[src/design/nrsq_pkg.sv]
// ----------------------------------------------------------------------------
// NACK retransmit send queue package
// Shared field widths, function and status codes, payload structs and the
// control and status groups between the top level and the retransmit stack.
// ----------------------------------------------------------------------------
package nrsq_pkg;

  localparam int SEQ_W    = 11;
  localparam int FUNC_W   = 2;
  localparam int STATUS_W = 3;

  // Function codes carried on the request channel.
  localparam logic [FUNC_W-1:0] FUNC_SEND = 2'd0;
  localparam logic [FUNC_W-1:0] FUNC_ACK  = 2'd1;
  localparam logic [FUNC_W-1:0] FUNC_NACK = 2'd2;

  // Status codes carried on the response channel.
  localparam logic [STATUS_W-1:0] ST_SENT   = 3'd0;
  localparam logic [STATUS_W-1:0] ST_NONE   = 3'd1;
  localparam logic [STATUS_W-1:0] ST_ACKED  = 3'd2;
  localparam logic [STATUS_W-1:0] ST_NACKQ  = 3'd3;
  localparam logic [STATUS_W-1:0] ST_NOTOUT = 3'd4;
  localparam logic [STATUS_W-1:0] ST_FULL   = 3'd5;

  typedef struct packed {
    logic [FUNC_W-1:0] func;
    logic [SEQ_W-1:0]  seq_num;
  } req_t;

  typedef struct packed {
    logic [STATUS_W-1:0] status;
    logic [SEQ_W-1:0]    seq_out;
  } rsp_t;

  typedef struct packed {
    logic             push;
    logic             pop;
    logic [SEQ_W-1:0] data;
  } stk_ctl_t;

  typedef struct packed {
    logic             empty;
    logic             full;
    logic [SEQ_W-1:0] top;
  } stk_stat_t;

endpackage

[src/design/nrsq_ram.sv]
// ----------------------------------------------------------------------------
// NACK retransmit send queue RAM
// One write port and one registered read port. A read of the address being
// written in the same cycle returns the new data.
// ----------------------------------------------------------------------------
module nrsq_ram #(
  parameter int DEPTH = 64,
  parameter int WIDTH = 11,
  localparam int AW = (DEPTH > 1) ? $clog2(DEPTH) : 1
) (
  input  logic             clk,
  input  logic             we,
  input  logic [AW-1:0]    waddr,
  input  logic [WIDTH-1:0] wdata,
  input  logic             re,
  input  logic [AW-1:0]    raddr,
  output logic [WIDTH-1:0] rdata
);

  logic [WIDTH-1:0] mem [DEPTH];

  always_ff @(posedge clk) begin
    if (we) begin
      mem[waddr] <= wdata;
    end
    if (re) begin
      if (we && (waddr == raddr)) begin
        rdata <= wdata;
      end else begin
        rdata <= mem[raddr];
      end
    end
  end

endmodule

[src/design/nrsq_stack.sv]
// ----------------------------------------------------------------------------
// NACK retransmit send queue retransmit stack
// LIFO of sequence numbers. The top entry is kept in the RAM's read register
// by reading the entry below the next fill level every cycle.
// ----------------------------------------------------------------------------
module nrsq_stack #(
  parameter int DEPTH = 64,
  localparam int AW = (DEPTH > 1) ? $clog2(DEPTH) : 1,
  localparam int CW = $clog2(DEPTH + 1)
) (
  input  logic                 clk,
  input  logic                 rst,
  input  nrsq_pkg::stk_ctl_t   ctl,
  output nrsq_pkg::stk_stat_t  stat
);

  logic [CW-1:0]              count;
  logic [CW-1:0]              count_next;
  logic [AW-1:0]              rd_addr;
  logic [nrsq_pkg::SEQ_W-1:0] top;

  always_comb begin
    count_next = count;
    if (ctl.push) begin
      count_next = count + CW'(1);
    end else if (ctl.pop) begin
      count_next = count - CW'(1);
    end
  end

  // The entry that will be on top after this cycle.
  assign rd_addr = AW'(count_next - CW'(1));

  nrsq_ram #(
    .DEPTH (DEPTH),
    .WIDTH (nrsq_pkg::SEQ_W)
  ) u_ram (
    .clk   (clk),
    .we    (ctl.push),
    .waddr (count[AW-1:0]),
    .wdata (ctl.data),
    .re    (1'b1),
    .raddr (rd_addr),
    .rdata (top)
  );

  always_ff @(posedge clk) begin
    if (rst) begin
      count <= '0;
    end else begin
      count <= count_next;
    end
  end

  assign stat.empty = (count == '0);
  assign stat.full  = (count == CW'(DEPTH));
  assign stat.top   = top;

endmodule

[src/design/nack_retransmit_send_queue_unit.sv]
// ----------------------------------------------------------------------------
// NACK retransmit send queue
// Sender-side queue that hands out fresh sequence numbers in order, serves
// NACKed numbers first from a LIFO retransmit stack, and tracks which
// numbers are outstanding.
// ----------------------------------------------------------------------------
//
//   Channel   Direction  Handshake                 Beat
//   -------   ---------  ------------------------  ---------------------------
//   cfg       in         cfg_valid / cfg_ready     cfg_data: fresh count limit
//   req       in         req_valid / req_stall     req: func, seq_num
//   rsp       out        rsp_valid / rsp_stall     rsp: status, seq_out
//
// An accepted request beat is registered in the item register, decided there,
// and enters the response register when the item moves on, from where its
// response is offered. One beat is taken every cycle while rsp is not
// stalled. The item stage comes from the outstanding bitmap's registered
// read port, which is addressed with seq_num at the moment the beat is
// accepted. Reset is synchronous; the bitmap needs no clearing pass, since
// any entry at or above next_fresh reads as not outstanding. A stall on
// rsp backs up into the item register and then into req_stall.
//
module nack_retransmit_send_queue_unit #(
  parameter int SEQ_SPACE  = 1024,
  parameter int RETX_DEPTH = 64
) (
  input  logic                       clk,
  input  logic                       rst,

  input  logic                       cfg_valid,
  output logic                       cfg_ready,
  input  logic [nrsq_pkg::SEQ_W-1:0] cfg_data,

  input  logic                       req_valid,
  output logic                       req_stall,
  input  nrsq_pkg::req_t             req,

  output logic                       rsp_valid,
  input  logic                       rsp_stall,
  output nrsq_pkg::rsp_t             rsp
);

  // Bitmap covers numbers 0..SEQ_SPACE. Comparisons run in a width that
  // holds both the 11-bit fields and SEQ_SPACE + 1.
  localparam int MAP_DEPTH = SEQ_SPACE + 1;
  localparam int MAP_AW    = $clog2(MAP_DEPTH);
  localparam int NF_W      = $clog2(SEQ_SPACE + 2);
  localparam int CMP_W     = (NF_W > nrsq_pkg::SEQ_W) ? NF_W : nrsq_pkg::SEQ_W;
  localparam logic [CMP_W-1:0] SPACE_C = CMP_W'(SEQ_SPACE);

  // Configuration register.
  logic [nrsq_pkg::SEQ_W-1:0] num_packets;

  // Item register (first stage) and the bitmap bit read for it.
  logic                       item_valid;
  nrsq_pkg::req_t             item;
  logic [0:0]                 map_bit;

  // Fresh number counter: every number from 1 up to below it has been sent at least once.
  logic [CMP_W-1:0]           next_fresh;

  logic                       accept;
  logic                       adv;

  // Decision logic.
  logic [CMP_W-1:0]           seq_c;
  logic [CMP_W-1:0]           limit;
  logic                       outstanding;
  nrsq_pkg::rsp_t             rsp_next;
  logic                       map_we;
  logic [MAP_AW-1:0]          map_wa;
  logic [0:0]                 map_wd;
  logic [MAP_AW-1:0]          map_ra;
  logic                       fresh_inc;
  nrsq_pkg::stk_ctl_t         stk_ctl;
  nrsq_pkg::stk_stat_t        stk_stat;

  // --------------------------------------------------------------------------
  // Handshakes. The item register moves on when the response register is
  // empty or being emptied; a new beat enters whenever the item register
  // is empty or moving on.
  // --------------------------------------------------------------------------
  assign cfg_ready = 1'b1;
  assign adv       = item_valid && (!rsp_valid || !rsp_stall);
  assign req_stall = item_valid && !adv;
  assign accept    = req_valid && !req_stall;

  // --------------------------------------------------------------------------
  // Outstanding bitmap. It is read with the incoming seq_num at accept, so
  // the bit lines up with the item register. A write from the item ahead in
  // the same cycle is forwarded by the RAM.
  // --------------------------------------------------------------------------
  assign map_ra = MAP_AW'(CMP_W'(req.seq_num));

  nrsq_ram #(
    .DEPTH (MAP_DEPTH),
    .WIDTH (1)
  ) u_map (
    .clk   (clk),
    .we    (map_we),
    .waddr (map_wa),
    .wdata (map_wd),
    .re    (accept),
    .raddr (map_ra),
    .rdata (map_bit)
  );

  // --------------------------------------------------------------------------
  // Retransmit stack. Its top entry is valid in the cycle after any change.
  // --------------------------------------------------------------------------
  nrsq_stack #(
    .DEPTH (RETX_DEPTH)
  ) u_stack (
    .clk  (clk),
    .rst  (rst),
    .ctl  (stk_ctl),
    .stat (stk_stat)
  );

  // --------------------------------------------------------------------------
  // Decision for the item in the item register. Bitmap entries at or above
  // next_fresh were never written since reset, so they count as clear.
  // State changes are only committed when the item moves on.
  // --------------------------------------------------------------------------
  always_comb begin
    seq_c       = CMP_W'(item.seq_num);
    limit       = (CMP_W'(num_packets) > SPACE_C) ? SPACE_C : CMP_W'(num_packets);
    outstanding = map_bit[0] && (seq_c != '0) && (seq_c <= SPACE_C) &&
                  (seq_c < next_fresh);

    rsp_next.status  = nrsq_pkg::ST_NONE;
    rsp_next.seq_out = '0;
    map_we           = 1'b0;
    map_wa           = MAP_AW'(seq_c);
    map_wd           = 1'b0;
    fresh_inc        = 1'b0;
    stk_ctl.push     = 1'b0;
    stk_ctl.pop      = 1'b0;
    stk_ctl.data     = item.seq_num;

    case (item.func)
      nrsq_pkg::FUNC_SEND: begin
        if (!stk_stat.empty) begin
          // Retransmissions are served before fresh numbers.
          stk_ctl.pop      = 1'b1;
          map_we           = 1'b1;
          map_wa           = MAP_AW'(CMP_W'(stk_stat.top));
          map_wd           = 1'b1;
          rsp_next.status  = nrsq_pkg::ST_SENT;
          rsp_next.seq_out = stk_stat.top;
        end else if (next_fresh <= limit) begin
          fresh_inc        = 1'b1;
          map_we           = 1'b1;
          map_wa           = MAP_AW'(next_fresh);
          map_wd           = 1'b1;
          rsp_next.status  = nrsq_pkg::ST_SENT;
          rsp_next.seq_out = next_fresh[nrsq_pkg::SEQ_W-1:0];
        end
      end
      nrsq_pkg::FUNC_ACK: begin
        rsp_next.seq_out = item.seq_num;
        if (!outstanding) begin
          rsp_next.status = nrsq_pkg::ST_NOTOUT;
        end else begin
          rsp_next.status = nrsq_pkg::ST_ACKED;
          map_we          = 1'b1;
        end
      end
      nrsq_pkg::FUNC_NACK: begin
        rsp_next.seq_out = item.seq_num;
        if (!outstanding) begin
          rsp_next.status = nrsq_pkg::ST_NOTOUT;
        end else if (stk_stat.full) begin
          // Dropped: the number stays outstanding.
          rsp_next.status = nrsq_pkg::ST_FULL;
        end else begin
          rsp_next.status = nrsq_pkg::ST_NACKQ;
          stk_ctl.push    = 1'b1;
          map_we          = 1'b1;
        end
      end
      default: begin
      end
    endcase

    if (!adv) begin
      map_we       = 1'b0;
      fresh_inc    = 1'b0;
      stk_ctl.push = 1'b0;
      stk_ctl.pop  = 1'b0;
    end
  end

  // --------------------------------------------------------------------------
  // Control registers.
  // --------------------------------------------------------------------------
  always_ff @(posedge clk) begin
    if (rst) begin
      item_valid  <= 1'b0;
      rsp_valid   <= 1'b0;
      next_fresh  <= CMP_W'(1);
      num_packets <= '0;
    end else begin
      if (accept) begin
        item_valid <= 1'b1;
      end else if (adv) begin
        item_valid <= 1'b0;
      end
      if (adv) begin
        rsp_valid <= 1'b1;
      end else if (!rsp_stall) begin
        rsp_valid <= 1'b0;
      end
      if (fresh_inc) begin
        next_fresh <= next_fresh + CMP_W'(1);
      end
      if (cfg_valid && cfg_ready) begin
        num_packets <= cfg_data;
      end
    end
  end

  // Payload registers.
  always_ff @(posedge clk) begin
    if (accept) begin
      item <= req;
    end
    if (adv) begin
      rsp <= rsp_next;
    end
  end

  // --------------------------------------------------------------------------
  // Assertions.
  // --------------------------------------------------------------------------
  a_reset_empties : assert property (@(posedge clk)
    rst |=> (!item_valid && !rsp_valid))
    else $error("pipeline not empty after reset");

  a_fresh_bound : assert property (@(posedge clk) disable iff (rst)
    next_fresh <= (SPACE_C + CMP_W'(1)))
    else $error("fresh counter ran past the sequence space");

  a_no_push_full : assert property (@(posedge clk) disable iff (rst)
    !(stk_ctl.push && stk_stat.full))
    else $error("push into a full retransmit stack");

  a_sent_nonzero : assert property (@(posedge clk) disable iff (rst)
    (rsp_valid && (rsp.status == nrsq_pkg::ST_SENT)) |-> (rsp.seq_out != '0))
    else $error("sent beat carries sequence number zero");

  a_none_zero : assert property (@(posedge clk) disable iff (rst)
    (adv && (rsp_next.status == nrsq_pkg::ST_NONE)) |=>
    (rsp_valid && (rsp.seq_out == '0)))
    else $error("nothing-to-send beat carries a sequence number");

endmodule
[config.mk]
export PLATFORM = sky130hd
export DESIGN_NAME = nack_retransmit_send_queue_unit
export DESIGN_NICKNAME = d
export VERILOG_FILES = /design/src/design/nrsq_pkg.sv /design/src/design/nrsq_ram.sv /design/src/design/nrsq_stack.sv /design/src/design/nack_retransmit_send_queue_unit.sv
export SDC_FILE = /design/constraint.sdc
export NUM_CORES = 2
export LEC_CHECK = 0
export BUFFER_PORTS_ARGS = -buffer_cell sky130_fd_sc_hd__buf_2
export CAP_MARGIN = 20
export CORE_ASPECT_RATIO = 1.75
export CORE_UTILIZATION = 50
export CTS_BUF_LIST = sky130_fd_sc_hd__clkbuf_4 sky130_fd_sc_hd__clkbuf_8 sky130_fd_sc_hd__clkbuf_16
export DETAILED_ROUTE_END_ITERATION = 6
export PLACE_DENSITY = 0.73
export SLEW_MARGIN = 10
export SYNTH_ARGS = -nofsm -noshare
export SYNTH_HDL_FRONTEND = slang
export SYNTH_HIERARCHICAL = 1
export SYNTH_SLANG_ARGS = --single-unit
[constraint.sdc]
create_clock -name clk -period 20 [get_ports clk]
set_input_delay 4 -clock clk [delete_from_list [all_inputs] [get_ports clk]]
set_output_delay 4 -clock clk [all_outputs]
set_load 0.01 [all_outputs]
Word level (Yosys, flattened, before mapping) --
Memory sizes are Yosys's and may differ from the RTL's. A register that Yosys moved wholly into a read port is not among the register bits. Cells that the tools add are included.
Word-level totals: flip-flop bits (word level) 58, bits in writable memories 1729, bits of input ports 29, memories 2, logic and storage cells 73
Memories:
- u_map.mem | words 1025, width 1, read ports 1, clocked after memory_dff 1, write ports 1, RTL line nrsq_ram.sv:20 | logic [WIDTH-1:0] mem [DEPTH];
- u_stack.u_ram.mem | words 64, width 11, read ports 1, clocked after memory_dff 1, write ports 1, RTL line nrsq_ram.sv:20
Cells by class: add/subtract/negate cells 4, multiplexer cells 35, equality and inequality tests 4, reductions and logical operators 15, $lt $le $gt $ge 4
Operators with widths (number):
- 11-bit two-way mux | 4
- 14-bit case mux with 3 select lines | 1
- 12-bit two-way mux | 2
- 1-bit two-way mux | 21
- 7-bit two-way mux | 2
- 11-bit by 1-bit adder with 11-bit output, second input constant | 1
- 11-bit > comparator, second input constant | 1
- 11-bit <= comparator | 1
- 11-bit <= comparator, second input constant | 1
- 11-bit < comparator | 1
- 11-bit nonzero test | 1
- 3-bit two-way mux | 3
- 7-bit by 1-bit adder with 7-bit output, second input constant | 1
- 7-bit == test, second input constant | 1
- 7-bit zero test | 1
- 7-bit by 1-bit subtractor with 7-bit output, second input constant | 1
- 1-bit logical AND | 6
- 6-bit by 1-bit subtractor with 6-bit output, second input constant | 1
- 1-bit zero test | 4
- 1-bit case mux with 3 select lines | 1
- 2-bit by 1-bit == test with 1-bit output, second input constant | 1
- 2-bit == test, second input constant | 1
- 2-bit zero test | 1
- 2-bit two-way mux | 1
- other kinds (3) | 3

Longest topological paths before layout --
word-level depth 10, gate-level depth with buffers 22, mapped depth without buffers 18

Cells and area by module --
The synthesis kept the hierarchy.
Modules (own cells, without submodules):
- nrsq_ram at u_map | area each 44959.4 um^2, instances 1, cells an instance 3172, sequential area each 30809.5 um^2
- nrsq_ram at u_stack.u_ram | area each 27796.7 um^2, instances 1, cells an instance 1323, sequential area each 21470.6 um^2
- nack_retransmit_send_queue_unit | area each 2879.0 um^2, instances 1, cells an instance 305, sequential area each 1291.2 um^2
- nrsq_stack | area each 573.0 um^2, instances 1, cells an instance 67, sequential area each 140.1 um^2

Worst setup path after synthesis --
No wires, ideal clock.
path type flip-flop to flip-flop, from register num_packets[10] (netlist name), to memory u_map.mem[0], data pin, path slack 4.784 ns, data required time 17.493 ns, stages on the path, launching flop included 9, path buffers 0, clock period less this slack 15.216 ns, data arrival time 12.709 ns, setup time 2.507 ns, path through dfxtp_1 clkinv_1 ha_1 nand3_2 nor3_2 and4_4 a21oi_4 a21o_1 inv_1
On the way: cells in the longest elaborated chain, start to end 6
RTL lines:
- start: declaration | RTL line nack_retransmit_send_queue_unit.sv:52 | logic [nrsq_pkg::SEQ_W-1:0] num_packets;
- start signal: assignment | RTL line nack_retransmit_send_queue_unit.sv:218 | num_packets <= cfg_data;
- 11-bit > comparator | RTL line nack_retransmit_send_queue_unit.sv:127 | limit = (CMP_W'(num_packets) > SPACE_C) ? SPACE_C : CMP_W'(num_packets);
- 11-bit two-way mux (*) | RTL line nack_retransmit_send_queue_unit.sv:127
- 11-bit <= comparator (*) | RTL line nack_retransmit_send_queue_unit.sv:151 | end else if (next_fresh <= limit) begin
- 1-bit two-way mux (*) | RTL line nack_retransmit_send_queue_unit.sv:151
- 1-bit two-way mux (*) | RTL line nack_retransmit_send_queue_unit.sv:143 | if (!stk_stat.empty) begin
- 1-bit two-way mux (*) | RTL line nack_retransmit_send_queue_unit.sv:141 | case (item.func)
- via map_wd | RTL line nack_retransmit_send_queue_unit.sv:72 | logic [0:0] map_wd;
- end: declaration | RTL line nrsq_ram.sv:20
Mark *: on every way through the listed nets, which the timed path passes. The rest lies on a longest branch.

==> reports/metrics.cfg <==
[status]
status=finished clean

[setup_path]
cpMaxStageDelayCell=buf_4
timing.critical_path.cells=buf_2, nand2_1, nand2_1, inv_1, and3_1, nor2_1, xnor2_2, ha_1, xnor2_2, buf_4, buf_4, mux4_2, a22o_1, nor2_1, a31oi_1, a221o_1
worst_path_largest_cell_delay_ps=840
crit_path_max_fanout=65
timing.critical_path.to_type=flip-flop
arrival_ps=9330
critPathKind=in2reg
startpoint_class=input port
data_required_time_of_the_worst_path_ps=20550

[clock_network]
tritoncts=yes
clkLatencyLatePin_ps=810
root_buffer_cell=clkbuf_16
clkSinkCount=1799
tritoncts.num_buffers=155
clock_pin_slew_on_the_worst_setup_and_hold_paths_ps=70
cts-root-to-sink-buffers=3
post-cts-setup-buffers=0
post_cts_resized=0
clock_tree.htree_level_count=4
holdBufCountCts=0

[power]
power.ir.vdd_worst_uv=85.2
p_leak_uw=0.0264
power_density_mw_per_mm2=89.6

[detailed_routing]
drt_pass1_iterations=7
remaining_drc_errors=0
initialDrtViolationCount=5486
finalWirelength_microns=202000
vias_per_cell=6.30
wl_per_cell_microns=28.9
drt.antenna.violating_nets=0
num_vias=43900

[hold_path]
worstHoldPathType=reg2reg

[sta]
final_setup_skew_ps=28.5
finalWorstPathRequiredPeriod_ps=8780
max_slew.worst_pin.slew_ps=1290
timing_max_transition_violations_final=0
finalSetupViolCount=0
maxSlewHeadroom=0.133
fmaxAchievable_ghz=0.114
holdWs_ps=501
rsz0062_at_grt=false
setup_total_negative_slack_ps=0
final_min_period_over_clock_period=0.439
final_hold_violations=0

[synthesis]
synthMostInstantiatedCell=edfxtp_1
post_synth_edffs=1768
post_synth_inst_count=4867
synthDominantAreaCellType=edfxtp_1
ys_ff_latch=1799
synth_area_leaders=edfxtp_1 (70%), mux4_2 (10%), nor2_1 (5.8%)
synth_top_cell_area_share=0.697
synth_async_sr_flop_share=0
synth_area_sq_mm=0.0762
ys_dominant_reg_cell=edfxtp_1
ys_seq_area_frac=0.705
syn_area_per_cell_sq_um=15.7
yosys_warnings=6
synthDistinctLibCells=93
synth_common_cells=edfxtp_1 (1768), nor2_1 (1179), mux4_2 (354)

[die]
io_pins=46
die_width_microns=297
floorplan.initialDensity=0.504
core.rowCount=189
die_h_microns=518
design.core.area_sq_mm=0.151
dieArea_sq_mm=0.154

[run]
max_cap_viol_count=0

[place]
finalWeightedCongestion=0.884
buffer_ports.inserted=44
post-dp-hpwl_microns=118000

[final_layout]
post_route_cells_drive_above_1_share=0.177
finalNetCount=4902
area_delta_synth_final_pct=10.0

[global_route]
grt_pass1_wl_microns=291000
largest_net_degree_at_the_start_of_global_routing=209
total_congestion_overflow=0
groute.usage.overall=0.260
antenna_found_initial=7
first_global_vias=43600

==> final cells by class <==
type,count,area (sq um)
clock buffer,188,4170
antenna,4,10.0
inverter,48,188
sequential,1799,53700
timing repair buffer,206,1760
multi-input combinational,2637,20700
tap,2005,2510
fill,11700,67500
clock inverter,91,768
==> stage by stage <==
stage,area (sq um),worst slack (ps),instances,util,power (uW)
global route,83800,10990,6975,0.554,7690
detailed placement,78500,10540,6665,0.518,4630
global placement,78300,10630,6656,0.518,4620
finish,83800,11220,6978,0.554,7510
CTS,83400,11360,6944,0.551,7540
floorplan,76200,4780,4877,-,4540
==> state kept, by name, summed over array words and instances (netlist names) <==
name,cells
rsp_valid,1
rsp,14
u_stack/count,7
num_packets,11
seq_c,11
u_stack/u_ram/mem,704
next_fresh,11
item,2
u_map/rdata,1
u_map/mem,1025
item_valid,1
u_stack/u_ram/rdata,11
==> cells in the final DEF, fill, tap and decap left out, types with 30 or more instances in the layout <==
cell type / count
a31oi_1: 33
clkinv_1: 47
buf_4: 135
nand3_1: 70
buf_2: 41
mux4_2: 354
o21ai_0: 36
clkbuf_4: 30
a21oi_1: 33
inv_1: 42
nor2_1: 1167
mux2i_1: 171
dfxtp_1: 31
clkbuf_16: 157
a22oi_1: 76
edfxtp_1: 1768
nor2b_1: 42
o22ai_1: 33
nand2_1: 193
==> kinds of logic after synthesis <==
logic type | share of synthesized area
other | 0.0000985
multiplexers | 0.133
adder cells (fa/ha/maj) | 0.00427
AO/OA/AOI/OAI | 0.0365
buffers and inverters | 0.0278
XOR/XNOR | 0.00319
AND/OR/NAND/NOR | 0.0901
flip-flops | 0.705
==> where the power goes <==
part	total, uW	leakage [uW]	internal (uW)	switching, uW
clock	2960	0.00244	1610	1350
sequential	4180	0.0163	4170	8.09
combinational	378	0.00764	113	265
==> worst max-delay path: cells and delay by family <==
family,cells,cell delay (ps)
XOR/XNOR,2,440
multiplexers,1,420
adder cells (fa/ha/maj),1,230
AO/OA/AOI/OAI,3,710
buffers and inverters,4,2300
AND/OR/NAND/NOR,5,1140
==> final timing paths <==
kind,startpoint,to,slack [ps],cells after the start
worst max-delay path,rsp_stall,u_stack/u_ram/rdata[7]$_DFFE_PP_,11220,16
worst min register to register,num_packets[9]$_SDFFE_PP0P_,num_packets[9]$_SDFFE_PP0P_,500,2
worst min-delay path,num_packets[9]$_SDFFE_PP0P_,num_packets[9]$_SDFFE_PP0P_,500,2
worst max register to register,num_packets[10]$_SDFFE_PP0P_,u_map/mem[869]$_DFFE_PP_,12700,12
==> layer usage <==
metal	global-route usage	share of wire	vias up
li1	-	-	18400
met1	0.289	0.32	22300
met2	0.461	0.52	2521
met3	0.0445	0.085	684
met4	0.167	0.075	4
met5	0	0.00011	-
(Power assumes the default switching activity.)
